--- src/hdl/jkv_pkg.sv ---
// jkv_pkg: shared types and constants for the key/value extractor.
// Used by jkv_resq and json_key_value_extractor; depends on nothing.
package jkv_pkg;

  localparam int KeyCharsDefault = 8;
  localparam int QueueDepth      = 4;

  localparam logic [7:0] ChQuote   = 8'h22;
  localparam logic [7:0] ChColon   = 8'h3A;
  localparam logic [7:0] ChComma   = 8'h2C;
  localparam logic [7:0] ChLBrace  = 8'h7B;
  localparam logic [7:0] ChRBrace  = 8'h7D;
  localparam logic [7:0] ChLBrack  = 8'h5B;
  localparam logic [7:0] ChRBrack  = 8'h5D;

  localparam logic [1:0] StByte     = 2'd0;
  localparam logic [1:0] StComplete = 2'd1;
  localparam logic [1:0] StAbsent   = 2'd2;
  localparam logic [1:0] StBeyond   = 2'd3;

  localparam logic [1:0] RegKeyText  = 2'd0;
  localparam logic [1:0] RegKeyLen   = 2'd1;
  localparam logic [1:0] RegIdxMode  = 2'd2;
  localparam logic [1:0] RegElemIdx  = 2'd3;

  typedef struct packed {
    logic [7:0] data;
    logic [1:0] status;
    logic       last;
  } res_t;

  typedef struct packed {
    logic [1:0] count;
    res_t [1:0] items;
  } push_t;

endpackage

--- src/hdl/jkv_resq.sv ---
// jkv_resq: small result queue, takes up to two items a cycle, gives one
// unless out_stall is high. Depends on jkv_pkg.
module jkv_resq import jkv_pkg::*; (
  input  logic  clk,
  input  logic  rst_n,
  input  push_t push,
  output logic  nearly_full,
  output logic  out_valid,
  input  logic  out_stall,
  output res_t  out_item
);

  localparam int PtrW = $clog2(QueueDepth);
  localparam int CntW = $clog2(QueueDepth + 1);

  res_t            mem [QueueDepth];
  logic [PtrW-1:0] wr_ptr_r, rd_ptr_r;
  logic [CntW-1:0] count_r;
  logic            pop;

  assign out_valid   = (count_r != '0);
  assign out_item    = mem[rd_ptr_r];
  assign pop         = out_valid && !out_stall;
  assign nearly_full = (count_r > CntW'(QueueDepth - 2));

  always_ff @(posedge clk) begin
    if (push.count != 2'd0) begin
      mem[wr_ptr_r] <= push.items[0];
    end
    if (push.count == 2'd2) begin
      mem[wr_ptr_r + PtrW'(1)] <= push.items[1];
    end
  end

  always_ff @(posedge clk) begin
    if (!rst_n) begin
      wr_ptr_r <= '0;
      rd_ptr_r <= '0;
      count_r  <= '0;
    end else begin
      wr_ptr_r <= wr_ptr_r + PtrW'(push.count);
      rd_ptr_r <= rd_ptr_r + PtrW'(pop);
      count_r  <= count_r + CntW'(push.count) - CntW'(pop);
    end
  end

endmodule

--- src/hdl/json_key_value_extractor.sv ---
// json_key_value_extractor: finds "key": in a byte stream and streams its value.
// Depends on jkv_pkg and jkv_resq.
//
//   channel | direction | handshake          | payload
//   in_     | input     | in_valid/in_stall  | in_byte, in_end_of_message
//   out_    | output    | out_valid/out_stall| out_byte, out_status, out_last_result
//   cfg_    | input     | cfg_valid/cfg_ready| cfg_index, cfg_data
//
// One byte is taken per cycle while in_stall is low; its zero, one or two
// results enter a four-entry queue in the same edge and leave it one per cycle
// while out_stall is low. in_stall rises while the queue holds over two results.
// cfg_ready is always high. Reset is synchronous on rst_n and resets the
// registers (key length to one), the parser state and the queue.
module json_key_value_extractor import jkv_pkg::*; #(
  parameter int KEY_CHARS = KeyCharsDefault
) (
  input  logic        clk,
  input  logic        rst_n,
  input  logic        in_valid,
  output logic        in_stall,
  input  logic [7:0]  in_byte,
  input  logic        in_end_of_message,
  output logic        out_valid,
  input  logic        out_stall,
  output logic [7:0]  out_byte,
  output logic [1:0]  out_status,
  output logic        out_last_result,
  input  logic        cfg_valid,
  output logic        cfg_ready,
  input  logic [1:0]  cfg_index,
  input  logic [63:0] cfg_data
);

  typedef enum logic [1:0] {PH_SEARCH, PH_OPEN, PH_VALUE, PH_DONE} phase_t;
  typedef enum logic [1:0] {TK_COMMA, TK_QUOTE, TK_BRACE, TK_BRACKET} term_t;

  localparam logic [3:0] KeyMax = 4'(KEY_CHARS);

  logic [63:0] key_text_r;
  logic [3:0]  key_length_r;
  logic        index_mode_r;
  logic [7:0]  element_index_r;

  phase_t      phase_r, phase_nxt;
  logic [3:0]  mp_r, mp_nxt;
  term_t       tk_r, tk_nxt;
  logic [7:0]  cc_r, cc_nxt;
  logic        es_r, es_nxt;
  logic        eq_r, eq_nxt;
  logic [7:0]  hb_r, hb_nxt;
  logic        hv_r, hv_nxt;

  logic        accept;
  logic [3:0]  klen, mp_cur, pat_idx;
  logic [7:0]  pat_char, term_char, key_first;
  logic        byte_emit, fin, absent;
  logic [7:0]  byte_val;
  logic [1:0]  fin_st;
  term_t       tk_use;
  logic        run_value;
  push_t       push;
  res_t        head;
  logic        q_nearly_full;

  assign cfg_ready = 1'b1;
  assign in_stall  = q_nearly_full;
  assign accept    = in_valid && !in_stall;

  always_ff @(posedge clk) begin
    if (!rst_n) begin
      key_text_r      <= '0;
      key_length_r    <= 4'd1;
      index_mode_r    <= 1'b0;
      element_index_r <= '0;
    end else if (cfg_valid && cfg_ready) begin
      unique case (cfg_index)
        RegKeyText: key_text_r      <= cfg_data;
        RegKeyLen:  key_length_r    <= cfg_data[3:0];
        RegIdxMode: index_mode_r    <= cfg_data[0];
        RegElemIdx: element_index_r <= cfg_data[7:0];
        default:    ;
      endcase
    end
  end

  always_comb begin
    klen = key_length_r;
    if (klen == 4'd0) klen = 4'd1;
    if (klen > KeyMax) klen = KeyMax;
    mp_cur  = (mp_r > klen + 4'd2) ? 4'd0 : mp_r;
    pat_idx = mp_cur - 4'd1;
    key_first = key_text_r[7:0];
    if (mp_cur == 4'd0) begin
      pat_char = ChQuote;
    end else if (mp_cur <= klen) begin
      pat_char = key_text_r[{pat_idx[2:0], 3'b000} +: 8];
    end else if (mp_cur == klen + 4'd1) begin
      pat_char = ChQuote;
    end else begin
      pat_char = ChColon;
    end
  end

  always_comb begin
    phase_nxt = phase_r;
    mp_nxt    = mp_r;
    tk_nxt    = tk_r;
    cc_nxt    = cc_r;
    es_nxt    = es_r;
    eq_nxt    = eq_r;
    hb_nxt    = hb_r;
    hv_nxt    = hv_r;
    byte_emit = 1'b0;
    byte_val  = in_byte;
    fin       = 1'b0;
    absent    = 1'b0;
    run_value = 1'b0;
    tk_use    = tk_r;
    fin_st    = StComplete;
    term_char = ChComma;

    unique case (phase_r)
      PH_SEARCH: begin
        if (in_byte == pat_char) begin
          if (mp_cur + 4'd1 == klen + 4'd3) begin
            mp_nxt    = 4'd0;
            phase_nxt = PH_OPEN;
          end else begin
            mp_nxt = mp_cur + 4'd1;
          end
        end else if (mp_cur == klen + 4'd2 && in_byte == key_first) begin
          mp_nxt = 4'd2;
        end else if (in_byte == ChQuote) begin
          mp_nxt = 4'd1;
        end else begin
          mp_nxt = 4'd0;
        end
      end
      PH_OPEN: begin
        phase_nxt = PH_VALUE;
        if (in_byte == ChQuote) begin
          tk_nxt = TK_QUOTE;
        end else if (in_byte == ChLBrace) begin
          tk_nxt = TK_BRACE;
        end else if (in_byte == ChLBrack) begin
          tk_nxt = TK_BRACKET;
        end else begin
          tk_nxt    = TK_COMMA;
          tk_use    = TK_COMMA;
          run_value = 1'b1;
        end
      end
      PH_VALUE: run_value = 1'b1;
      PH_DONE:  ;
      default:  ;
    endcase

    unique case (tk_use)
      TK_COMMA:   term_char = ChComma;
      TK_QUOTE:   term_char = ChQuote;
      TK_BRACE:   term_char = ChRBrace;
      TK_BRACKET: term_char = ChRBrack;
      default:    term_char = ChComma;
    endcase

    if (run_value) begin
      if (in_byte == term_char) begin
        fin       = 1'b1;
        phase_nxt = PH_DONE;
      end else if (!index_mode_r) begin
        byte_emit = 1'b1;
      end else if (in_byte == ChComma) begin
        if (cc_r >= element_index_r) begin
          fin       = 1'b1;
          phase_nxt = PH_DONE;
        end else begin
          cc_nxt = cc_r + 8'd1;
          es_nxt = 1'b1;
          eq_nxt = 1'b0;
          hv_nxt = 1'b0;
        end
      end else if (cc_r == element_index_r) begin
        es_nxt = 1'b0;
        if (es_r && in_byte == ChQuote) begin
          eq_nxt = 1'b1;
        end else if (eq_r) begin
          byte_emit = hv_r;
          byte_val  = hb_r;
          hb_nxt    = in_byte;
          hv_nxt    = 1'b1;
        end else begin
          byte_emit = 1'b1;
        end
      end else begin
        es_nxt = 1'b0;
      end
    end

    if (in_end_of_message) begin
      if (phase_nxt == PH_SEARCH) begin
        fin    = 1'b1;
        absent = 1'b1;
      end else if (phase_nxt == PH_OPEN || phase_nxt == PH_VALUE) begin
        fin = 1'b1;
      end
    end

    if (absent) begin
      fin_st = StAbsent;
    end else if (index_mode_r && cc_nxt < element_index_r) begin
      fin_st = StBeyond;
    end else begin
      fin_st = StComplete;
    end

    if (in_end_of_message) begin
      phase_nxt = PH_SEARCH;
      mp_nxt    = 4'd0;
      tk_nxt    = TK_COMMA;
      cc_nxt    = 8'd0;
      es_nxt    = 1'b1;
      eq_nxt    = 1'b0;
      hb_nxt    = 8'd0;
      hv_nxt    = 1'b0;
    end
  end

  always_comb begin
    push.items[0] = '{data: byte_val, status: StByte, last: 1'b0};
    push.items[1] = '{data: 8'd0, status: fin_st, last: 1'b1};
    if (!byte_emit) begin
      push.items[0] = '{data: 8'd0, status: fin_st, last: 1'b1};
    end
    if (!accept) begin
      push.count = 2'd0;
    end else begin
      push.count = 2'(byte_emit) + 2'(fin);
    end
  end

  always_ff @(posedge clk) begin
    if (!rst_n) begin
      phase_r <= PH_SEARCH;
      mp_r    <= '0;
      tk_r    <= TK_COMMA;
      cc_r    <= '0;
      es_r    <= 1'b1;
      eq_r    <= 1'b0;
      hb_r    <= '0;
      hv_r    <= 1'b0;
    end else if (accept) begin
      phase_r <= phase_nxt;
      mp_r    <= mp_nxt;
      tk_r    <= tk_nxt;
      cc_r    <= cc_nxt;
      es_r    <= es_nxt;
      eq_r    <= eq_nxt;
      hb_r    <= hb_nxt;
      hv_r    <= hv_nxt;
    end
  end

  jkv_resq u_resq (
    .clk         (clk),
    .rst_n       (rst_n),
    .push        (push),
    .nearly_full (q_nearly_full),
    .out_valid   (out_valid),
    .out_stall   (out_stall),
    .out_item    (head)
  );

  assign out_byte        = head.data;
  assign out_status      = head.status;
  assign out_last_result = head.last;

endmodule
--- config.mk ---
export PLATFORM = sky130hd
export DESIGN_NAME = json_key_value_extractor
export DESIGN_NICKNAME = d
export VERILOG_FILES = /design/src/hdl/jkv_pkg.sv /design/src/hdl/jkv_resq.sv /design/src/hdl/json_key_value_extractor.sv
export SDC_FILE = /design/constraint.sdc
export NUM_CORES = 1
export LEC_CHECK = 0
export BUFFER_PORTS_ARGS = -buffer_cell sky130_fd_sc_hd__clkbuf_2
export CORE_MARGIN = 10
export CORE_UTILIZATION = 45
export CTS_BUF_LIST = sky130_fd_sc_hd__clkbuf_16
export DETAILED_ROUTE_END_ITERATION = 10
export GPL_ROUTABILITY_DRIVEN = 0
export GPL_TIMING_DRIVEN = 0
export PLACE_DENSITY = 0.64
export SYNTH_ARGS = -nofsm -noshare
export SYNTH_HDL_FRONTEND = slang
export SYNTH_SLANG_ARGS = --single-unit
export TNS_END_PERCENT = 1
--- constraint.sdc ---
create_clock -name clk -period 17.65 [get_ports clk]
set_input_delay 1.765 -clock clk [delete_from_list [all_inputs] [get_ports clk]]
set_output_delay 1.765 -clock clk [all_outputs]
set_load 0.02 [all_outputs]
==> Word-level counts from Yosys, hierarchy flattened <==
Memory sizes are Yosys's and may differ from the RTL's. A register that Yosys moved wholly into a read port is not among the register bits.
Cells that the tools add are included.
{ "op_classes": {"add_sub_neg": 12, "n_lt_le_gt_ge": 6, "eq_ne": 27, "n_shift": 1, "muxes": 104, "n_reduce_logical": 35} }
{ "ops": {"columns": ["cell", "n"], "rows": [
  ["8-bit two-way mux", 23],
  ["64-bit by 7-bit variable part select with 8-bit output", 1],
  ["1-bit two-way mux", 47],
  ["2-bit two-way mux", 22],
  ["8-bit equality test", 4],
  ["8-bit case mux with 4 select lines", 1],
  ["4-bit two-way mux", 7],
  ["8-bit by 6-bit equality test with 1-bit output, second input constant", 2],
  ["8-bit by 7-bit equality test with 1-bit output, second input constant", 2],
  ["8-bit AND reduction", 2],
  ["2-bit equality test, second input constant", 7],
  ["2-bit nonzero test", 7],
  ["4-bit equality test", 3],
  ["2-bit AND reduction", 6],
  ["3-bit nonzero test", 4],
  ["11-bit two-way mux", 1],
  ["4-bit by 1-bit adder with 4-bit output, second input constant", 2],
  ["4-bit by 2-bit adder with 4-bit output, second input constant", 2],
  ["8-bit by 1-bit adder with 8-bit output, second input constant", 1],
  ["2-bit by 1-bit equality test with 1-bit output, second input constant", 4],
  ["8-bit >= comparator", 1],
  ["2-bit logical NOT", 4],
  ["4-bit logical NOT", 2],
  ["8-bit < comparator", 1],
  ["other kinds (21)", 29]
]} }
{ "word_totals": {"regBits": 111, "ramBits": 44, "wordCells": 201, "mem_count": 1} }
{ "mem_list": {"columns": ["name", "depth", "word_bits", "rd", "rd_clocked_by_memory_dff", "wr", "line", "source"], "rows": [
  ["u_resq.mem", 4, 11, 1, 1, 2, "jkv_resq.sv:16", "res_t mem [QueueDepth];"]
]} }

==> Longest topological paths before layout <==
Gate-level depths: netlist of the first run.
{ "depth": {"ltp_word": 29, "ltp_mapped": 36, "depth_no_buf": 32} }

==> Modules after synthesis <==
Synthesis of the first run repeated with hierarchy kept, for this count alone.
{ "unflattened": {"hier_cells": 978, "area_unflattened_um2": 9380.2} }
{ "by_module_without_submodules": {"columns": ["mod", "instances", "cells_per_inst", "area_each_um2", "seq_area_each_um2"], "rows": [
  ["json_key_value_extractor", 1, 824, 6713.9, 2082.0],
  ["jkv_resq", 1, 154, 2666.3, 1461.4]
]} }

==> Worst setup path after synthesis of the first run <==
OpenSTA, ideal clock, no wires.
{ "synth_timing": {"kind": "flip-flop to flip-flop", "startpoint": "register key_length_r[3]", "endpoint": "register u_resq.count_r[2]", "arrival_ns": 6.688, "required_ns": 17.535, "setup_slack_ns": 10.847, "stages_incl_launch_ff": 37, "n_path_buf": 5, "cell_sequence": "dfxtp_1 -> nand2b_1 -> buf_2 -> inv_1 -> ha_1 -> ha_1 -> nand4b_1 -> nand2_1 -> o22ai_2 -> buf_4 -> nand2_1 -> inv_1 -> ha_1 -> buf_2 -> buf_2 -> buf_2 -> mux2i_1 -> a22oi_1 -> o31ai_1 -> a2111oi_2 -> a21oi_1 -> a222oi_1 -> o211ai_1 -> a211oi_2 -> and3_1 -> o21ai_1 -> ha_1 -> o21ai_0 -> o21ai_0 -> ha_1 -> and3_1 -> ha_1 -> inv_1 -> fa_1 -> xor2_1 -> xnor2_1 -> and2_1"} }
{ "synth_via": {"elab_chain_len": 28, "elab_cells_between_ends": 39, "classes_between": "add/sub: 8; order compare: 3; eq/ne: 5; shift: 1; mux: 18; reduce/logical: 4"} }
{ "synth_lines": {"columns": ["element", "line", "source"], "rows": [
  ["start, declared", "json_key_value_extractor.sv:40", "logic [3:0] key_length_r;"],
  ["start signal, assigned", "json_key_value_extractor.sv:78", "RegKeyLen: key_length_r <= cfg_data[3:0];"],
  ["4-bit logical NOT", "json_key_value_extractor.sv:88", "if (klen == 4'd0) klen = 4'd1;"],
  ["4-bit two-way mux (*)", "json_key_value_extractor.sv:88", null],
  ["4-bit > comparator", "json_key_value_extractor.sv:89", "if (klen > KeyMax) klen = KeyMax;"],
  ["4-bit two-way mux (*)", "json_key_value_extractor.sv:89", null],
  ["4-bit by 2-bit adder with 4-bit output", "json_key_value_extractor.sv:90", "mp_cur = (mp_r > klen + 4'd2) ? 4'd0 : mp_r;"],
  ["4-bit > comparator", "json_key_value_extractor.sv:90", null],
  ["4-bit two-way mux", "json_key_value_extractor.sv:90", null],
  ["3-bit by 1-bit subtractor with 3-bit output / 4-bit equality test (equally long branches)", "json_key_value_extractor.sv:91, json_key_value_extractor.sv:97", null],
  ["[... 12 more ...]", null, null],
  ["1-bit logical OR", "json_key_value_extractor.sv:203", "end else if (phase_nxt == PH_OPEN || phase_nxt == PH_VALUE) begin"],
  ["1-bit two-way mux", "json_key_value_extractor.sv:203", null],
  ["1-bit two-way mux (*)", "json_key_value_extractor.sv:200", "if (phase_nxt == PH_SEARCH) begin"],
  ["1-bit two-way mux (*)", "json_key_value_extractor.sv:199", "if (in_end_of_message) begin"],
  ["1-bit by 1-bit adder with 2-bit output (*)", "json_key_value_extractor.sv:237", "push.count = 2'(byte_emit) + 2'(fin);"],
  ["2-bit two-way mux (*)", "json_key_value_extractor.sv:234", "if (!accept) begin"],
  ["3-bit by 2-bit adder with 3-bit output (*)", "jkv_resq.sv:43", "count_r <= count_r + CntW'(push.count) - CntW'(pop);"],
  ["3-bit by 1-bit subtractor with 3-bit output (*)", "jkv_resq.sv:43", null],
  ["end signal, assigned", "jkv_resq.sv:43", null],
  ["end, declared", "jkv_resq.sv:18", "logic [CntW-1:0] count_r;"]
]} }
Every way passes the cells marked *; elsewhere a longest branch is shown, timed or not.
A chain may end at the register's enable or synchronous reset.

==> results by group, run 1 <==
Setup path
  • Worst r2r path cells: 29
  • R2r setup slk: about 9 ns
  • Slowest CP cell: nor3b_1
  • Endpoint class of the critical path: flop
  • Required time worst endpoint: about 18 ns
  • Startpoint types: flop
  • Crit Path Category: reg -> reg
  • Crit-path max FO: 11
  • Cell repeated most along the worst path: ha_1
  • Crit path DAT: 9.04 ns
  • Crit-path max cell delay: 1.09 ns

Timing
  • Fin crit period: between 8 and 9 ns
  • RSZ-0062 raised after global routing: false
  • Hold Fails Final Rpt: 0
  • Hold slack: about 0.46 ns
  • Slew @ Worst Pin: 1.33 ns
  • Share of the clock period used by the worst path: 49.1%
  • Final Skew: about 0.013 ns
  • Slew Limit Headroom: 11.3%
  • Final Max Tran Viols: 0
  • # setup viols final: 0
  • Fmax: 115 MHz
  • Total negative slack: 0 ns

Outcome
  • Status: completed

Routing
  • Vias: 8087
  • 1st-pass router iterations: 5
  • DR top layer: met5
  • Residual DRC: 0
  • Met3 routed WL: about 1.7 mm
  • Met1 Wirelength: 12.8 mm
  • Antenna-violating nets left: 0
  • Routed len/inst: 18.5 um
  • DRT iter0 DRCs: 639
  • Vias per inst: between 5 and 6
  • DR WL met2: 11.7 mm
  • Total wire length: 26.6 mm

Power and ir drop
  • Leakage: 0.00413 uW
  • Power per cell area: 83.5 nW/um2
  • VDD IR-drop max: 66.0 uV

Finish
  • Util after Layout: 52.2%
  • Final #Nets: between 1000 and 1500
  • Non-Filler Instances: approximately 1400
  • # fillers: 1954
  • Area Overhead vs Synth: 14.6%
  • Design area: approximately 11000 um2
  • Ratio of cells with drive above 1 in the final layout: between 10% and 20%

Clock network
  • CTS Buffer Depth: 2
  • Clock sinks: 155
  • Clk root buf: clkbuf_16
  • TritonCTS clock tree: yes
  • Htree depth: 4
  • CTS Buf Count: 17
  • Post-CTS Setup Inserts: 0
  • Worst-path clk slew: about 0.070 ns
  • # hold bufs at CTS: 0
  • # resized after CTS: 0
  • Worst-Skew Late Latency: roughly 0.44 ns

Placement
  • Detailed-placement wirelength estimate: 20.1 mm
  • Placed cells: roughly 1400
  • I/O Buffers: 86
  • DP Area: between 9000 and 10000 um2

Die
  • Die X: 163 um
  • Num ports: 94
  • Die area: 26500 um2
  • Initial core utilization: 45.6%
  • Die H: 163 um
  • Row cnt: 52
  • Core area: 20200 um2

Yosys
  • Post-Syn Nets: 1169
  • Post-synth EDFFs: 8
  • Post-synthesis register bit count: 155
  • Post-Synthesis Cells: between 1000 and 1500
  • Yosys cell types: 94
  • Post-synthesis sequential area ratio: 34.6%
  • Mapped Area: about 9000 um2
  • Ys Warns: 0
  • Async SR Flop Fraction: 0%
  • Syn avg cell area: between 8 and 9 um2
  • Top FF cell, synth: dfxtp_1

Min path
  • Hold Crit Class: reg -> reg
  • Hold depth: 2

Global route
  • Vias in the first global route: 8082
  • Global-route wire length before repair: 42.8 mm
  • Antenna violations before repair: 4
  • Global Route Usage Sum: 20.1%
  • Largest net degree at the start of global routing: 17
  • Grt total ovfl: 0

Flow run
  • Max cap viols: 0
Yosys cell counts, types with 6 or more instances:
cell | instances | area share [%]
a21boi_0 | 72 | 5.9
a21o_1 | 7 | 0.57
a21oi_1 | 21 | 1.1
a22o_1 | 34 | 3.2
a31oi_1 | 12 | 0.82
and2_1 | 12 | 0.82
and3_1 | 13 | 0.88
buf_2 | 12 | 0.65
clkbuf_1 | 45 | 1.8
dfxtp_1 | 147 | 32
edfxtp_1 | 8 | 2.6
ha_1 | 39 | 5.3
inv_1 | 33 | 1.3
mux2i_1 | 35 | 3.8
mux4_2 | 16 | 3.9
nand2_1 | 179 | 7.3
nand2b_1 | 15 | 1.0
nand3_1 | 32 | 1.7
nand4_1 | 11 | 0.75
nor2_1 | 51 | 2.1
nor2b_1 | 27 | 1.8
nor3_1 | 15 | 0.82
nor3b_1 | 8 | 0.65
nor4_1 | 6 | 0.41
o21a_1 | 6 | 0.49
o21ai_0 | 28 | 1.5
o21ai_1 | 9 | 0.49
o31ai_1 | 9 | 0.73
or3_1 | 7 | 0.48
xnor2_1 | 19 | 1.8
xor2_1 | 10 | 0.95
layout by cell type, fill, tap and decap left out, types with 13 or more instances in the layout:
cell type and n:
xnor2_1 19, nand2_1 179, clkbuf_2 86, inv_1 34
a21oi_1 21, o21ai_0 28, nor3_1 15, mux2i_1 35
nor2b_1 27, dfxtp_1 147, ha_1 39, a21boi_0 72
mux4_2 16, clkbuf_1 45, nand2b_1 15, a22o_1 34
clkbuf_16 17, nand3_1 32, nor2_1 51, and3_1 13
metal layers:
metal,GRT usage [%],vias to the layer above
li1,-,3983
met4,6.07,2
met1,27.7,3841
met5,0,-
met3,4.63,34
met2,30.6,227
stage by stage:
step / total power, uW / setup slack, ns
6_report: 880 / 8.98
5_1_grt: 917 / 8.48
4_1_cts: 885 / 9.14
3_5_place_dp: 526 / 9.16
3_3_place_gp: 525 / 9.17
2_1_floorplan: 480 / 10.85
critical path: cells and delay by family, from the launching register on:
kind | cells | cell delay [ns]
and+or+nand+nor | 5 | 2.14
buffers and inverters | 6 | 1.88
DFF | 1 | 0.31
AOI/OAI and AO/OA | 13 | 2.69
muxes | 1 | 0.14
adders and majority gates | 4 | 1.40
cells by family after synthesis:
logic type / share of synthesized area, %
xor gates and xnor gates: 3.36
buffers and inverters: 4.86
DFF: 34.6
muxes: 8.79
AOI/OAI and AO/OA: 21.2
other: 0.0408
adders and majority gates: 5.53
and+or+nand+nor: 21.6
flip-flops by register name (all words and copies together), names as in the netlist, 2 cells and up:
| signal | count |
|---|---|
| element_index_r | 8 |
| mp_r | 4 |
| u_resq.mem | 44 |
| phase_r | 2 |
| u_resq.wr_ptr_r | 2 |
| hb_r | 8 |
| key_length_r | 4 |
| u_resq.rd_ptr_r | 2 |
| tk_r | 2 |
| u_resq.count_r | 3 |
| key_text_r | 64 |
| cc_r | 8 |
final cells by class:
type	instances	area, um2	share of cell area, %
antenna	3	7.51	0.0712
buffer	67	300	2.85
clock buffer	17	425	4.04
clock inverter	15	143	1.35
inverter	37	146	1.39
multi-input combinational	790	5560	52.8
sequential	155	3180	30.2
tap	270	338	3.21
timing repair buffer	86	430	4.08
power by group:
group / internal (uW) / switching [uW] / total, uW
combinational: 56.8 / 81.8 / 139
sequential: 368 / 11.3 / 379
clock: 198 / 164 / 362
total: 623 / 257 / 880
path summary, 6_finish.rpt:
path	startpoint	endpoint
hold / removal	key_text_r[25]	key_text_r[25]
hold reg to reg	key_text_r[25]	key_text_r[25]
setup / recovery	mp_r[0]	u_resq.mem[1][5]
setup reg to reg	mp_r[0]	u_resq.mem[1][5]
No activity file was read; power rests on OpenSTA's default activity.
==> inputs of run 2 (changes only) <==
- PLACE_DENSITY: 0.64 -> 0.66
- clock period: 17.65 -> 7.2 ns (I/O delays scaled with it)
==> results by group, run 2 (synthesis gave the netlist of run 1 again) <==
Outcome
  • Status: completed

Clock network
  • Worst-path clk slew: 0.07 ns (about the same)
  • Clock sinks: 155 (unchanged)
  • # hold bufs at CTS: 0 (unchanged)
  • CTS Buffer Depth: 2 (unchanged)
  • TritonCTS clock tree: yes
  • Clk root buf: clkbuf_16
  • CTS Buf Count: 17 (unchanged)
  • Htree depth: 4 (unchanged)
  • Worst-Skew Late Latency: 0.43 ns (about the same)

Finish
  • Commonest non-fill, non-tap cell in the layout: nand2_1
  • Largest Register: key_text_r
  • Design area: 10800 um2 (+2.3%)
  • Biggest regs: key_text_r: 64 flops, u_resq.mem: 44 flops
  • Non-Filler Instances: 1443 (+0.21%)
  • # fillers: 1903 (-2.6%)
  • Final #Nets: 1279 (+0.39%)
  • Commonest non-fill, non-tap cells in the layout: nand2_1, dfxtp_1, clkbuf_2
  • Multi-input gate area: 5690 um2 (+2.2%)
  • Register Area: 3190 um2 (+0.24%)
  • Max FFs per register: 64 (unchanged)
  • Ratio of cells with drive above 1 in the final layout: 19.1% (+3.1 points)
  • Area Overhead vs Synth: 17.2%

Die
  • Num ports: 94 (unchanged)
  • Die H: 163 um (unchanged)
  • Die X: 163 um (unchanged)
  • Initial core utilization: 45.6% (unchanged)
  • Core area: 20200 um2 (unchanged)
  • Row cnt: 52 (unchanged)
  • Die area: 26500 um2 (unchanged)

Routing
  • 1st-pass router iterations: 5 (unchanged)
  • DRT iter0 DRCs: 636 (-0.47%)
  • DR top layer: met4
  • Vias per inst: 5.62 (about the same)
  • Met3 routed WL: 1.61 mm (-3.3%)
  • Met1 Wirelength: 12.3 mm (-3.5%)
  • DR WL met2: 11.7 mm (-0.36%)
  • Routed len/inst: 18.0 um (-2.6%)
  • Residual DRC: 0 (unchanged)
  • Antenna-violating nets left: 0 (unchanged)
  • Total wire length: 25.9 mm (-2.4%)
  • Vias: 8106 (+0.23%)

Timing
  • Setup slack after layout: 0.311 ns (-8.67 ns)
  • RSZ-0062 raised after global routing: true
  • Total negative slack: 0 ns (unchanged)
  • Hold Fails Final Rpt: 0 (unchanged)
  • Fmax: 145 MHz (+26%)
  • Share of the clock period used by the worst path: 95.7% (+47 points)
  • Slew @ Worst Pin: 0.941 ns (-0.386 ns)
  • Slew Limit Headroom: 36.8% (+25 points)
  • # setup viols final: 0 (unchanged)
  • Final Skew: 0.0150 ns (+0.00236 ns)
  • Fin crit period: 6.89 ns (-1.78 ns)
  • Final Max Tran Viols: 0 (unchanged)

Setup path
  • R2r startpoint: key_length_r[3]
  • CP Capture Point: u_resq.count_r[2]
  • R2r setup slk: 0.31 ns (-8.67 ns)
  • Startpoint types: flop
  • Crit path DAT: 7.21 ns (-1.83 ns)
  • Crit-path max cell delay: 0.49 ns (-0.60 ns)
  • Required time worst endpoint: 7.52 ns (-10.50 ns)
  • Slowest CP cell: or4_1
  • Crit Path Category: reg -> reg
  • Worst r2r path cells: 33 (+14%)
  • Crit-path max FO: 10 (-1)
  • Endpoint class of the critical path: flop
  • Crit path launch: key_length_r[3]
  • Cell repeated most along the worst path: ha_1
  • End of the worst register-to-register path: u_resq.count_r[2]

Placement
  • I/O Buffers: 86 (unchanged)
  • Placed cells: 1405 (unchanged)
  • DP Area: 9960 um2 (unchanged)
  • Detailed-placement wirelength estimate: 19.6 mm (-2.4%)
  • Dpl ws: -1.15 ns (-10.31 ns)

Flow run
  • Max cap viols: 0 (unchanged)

Global route
  • Vias in the first global route: 7893 (-2.3%)
  • Grt total ovfl: 0 (unchanged)
  • Global-route wire length before repair: 41.6 mm (-3.0%)
  • Global Route Usage Sum: 19.4% (-0.70 points)
  • Antenna violations before repair: 1 (-3)
  • Largest net degree at the start of global routing: 18 (+1)

Min path
  • Hold depth: 2 (unchanged)
  • Hold Crit Class: reg -> reg
  • Min-Delay Startpoint: key_text_r[9]

Power and ir drop
  • Power per cell area: 203 nW/um2 (+140%)
  • VDD IR-drop max: 164 uV (+150%)
  • Leakage: 0.00420 uW (+1.6%)
[run 2: layer usage]
layer / GRT usage (%) / vias to the layer above
li1: - / 3998
met1: 27.1 / 3851
met2: 29.6 / 231
met3: 4.37 / 26
met4: 5.00 / 0
met5: 0 / -
[run 2: how the worst min path moves through the flow]
| stage | end |
|---|---|
| finish | key_text_r[9] |
| global placement | key_text_r[14] |
| detailed placement | hv_r |
| global route | key_text_r[60] |
| floorplan | hv_r |
| CTS | key_text_r[9] |
[run 2: layout make-up]
| class | count | share of cell area [%] |
|---|---|---|
| Clock buffer | 17 | 3.95 |
| Sequential cell | 155 | 29.6 |
| Clock inverter | 15 | 1.60 |
| Inverter | 37 | 1.37 |
| Antenna cell | 1 | 0.0232 |
| Timing Repair Buffer | 94 | 4.55 |
| Buffer | 64 | 3.00 |
| Multi-Input combinational cell | 790 | 52.8 |
| Tap cell | 270 | 3.14 |
[run 2: timing repair]
item	4_1_cts	5_1_grt
buffers inserted	4	4
pin swaps	6	7
gates resized for setup	18	28
setup endpoints to repair	57	55
gates cloned	0	0
[run 2: report_power, final]
| group | total, uW | leakage (uW) | internal [uW] | switching (uW) |
|---|---|---|---|---|
| clock network | 910 | 0.000298 | 497 | 413 |
| logic | 351 | 0.00263 | 145 | 206 |
| registers | 930 | 0.00127 | 902 | 27.9 |
| total | 2190 | 0.00419 | 1540 | 647 |
[run 2: stage by stage]
| step | hold WS, ns | util, % | power, uW |
|---|---|---|---|
| floorplan | 0.432 | - | 1180 |
| global placement | 0.447 | 49.4 | 1280 |
| detailed placement | 0.454 | 49.4 | 1290 |
| CTS | 0.466 | 52.9 | 2200 |
| global route | 0.486 | 53.4 | 2290 |
| finish | 0.464 | 53.4 | 2190 |
[run 2: critical path, delay by kind of cell, from the launching register on]
kind	cells	cell delay [ns]
flip-flops	1	0.36
AO/OA/AOI/OAI	8	1.20
adder cells (fa/ha/maj)	7	1.94
multiplexers	1	0.31
XOR/XNOR	2	0.28
buffers and inverters	6	0.67
AND/OR/NAND/NOR	9	1.98
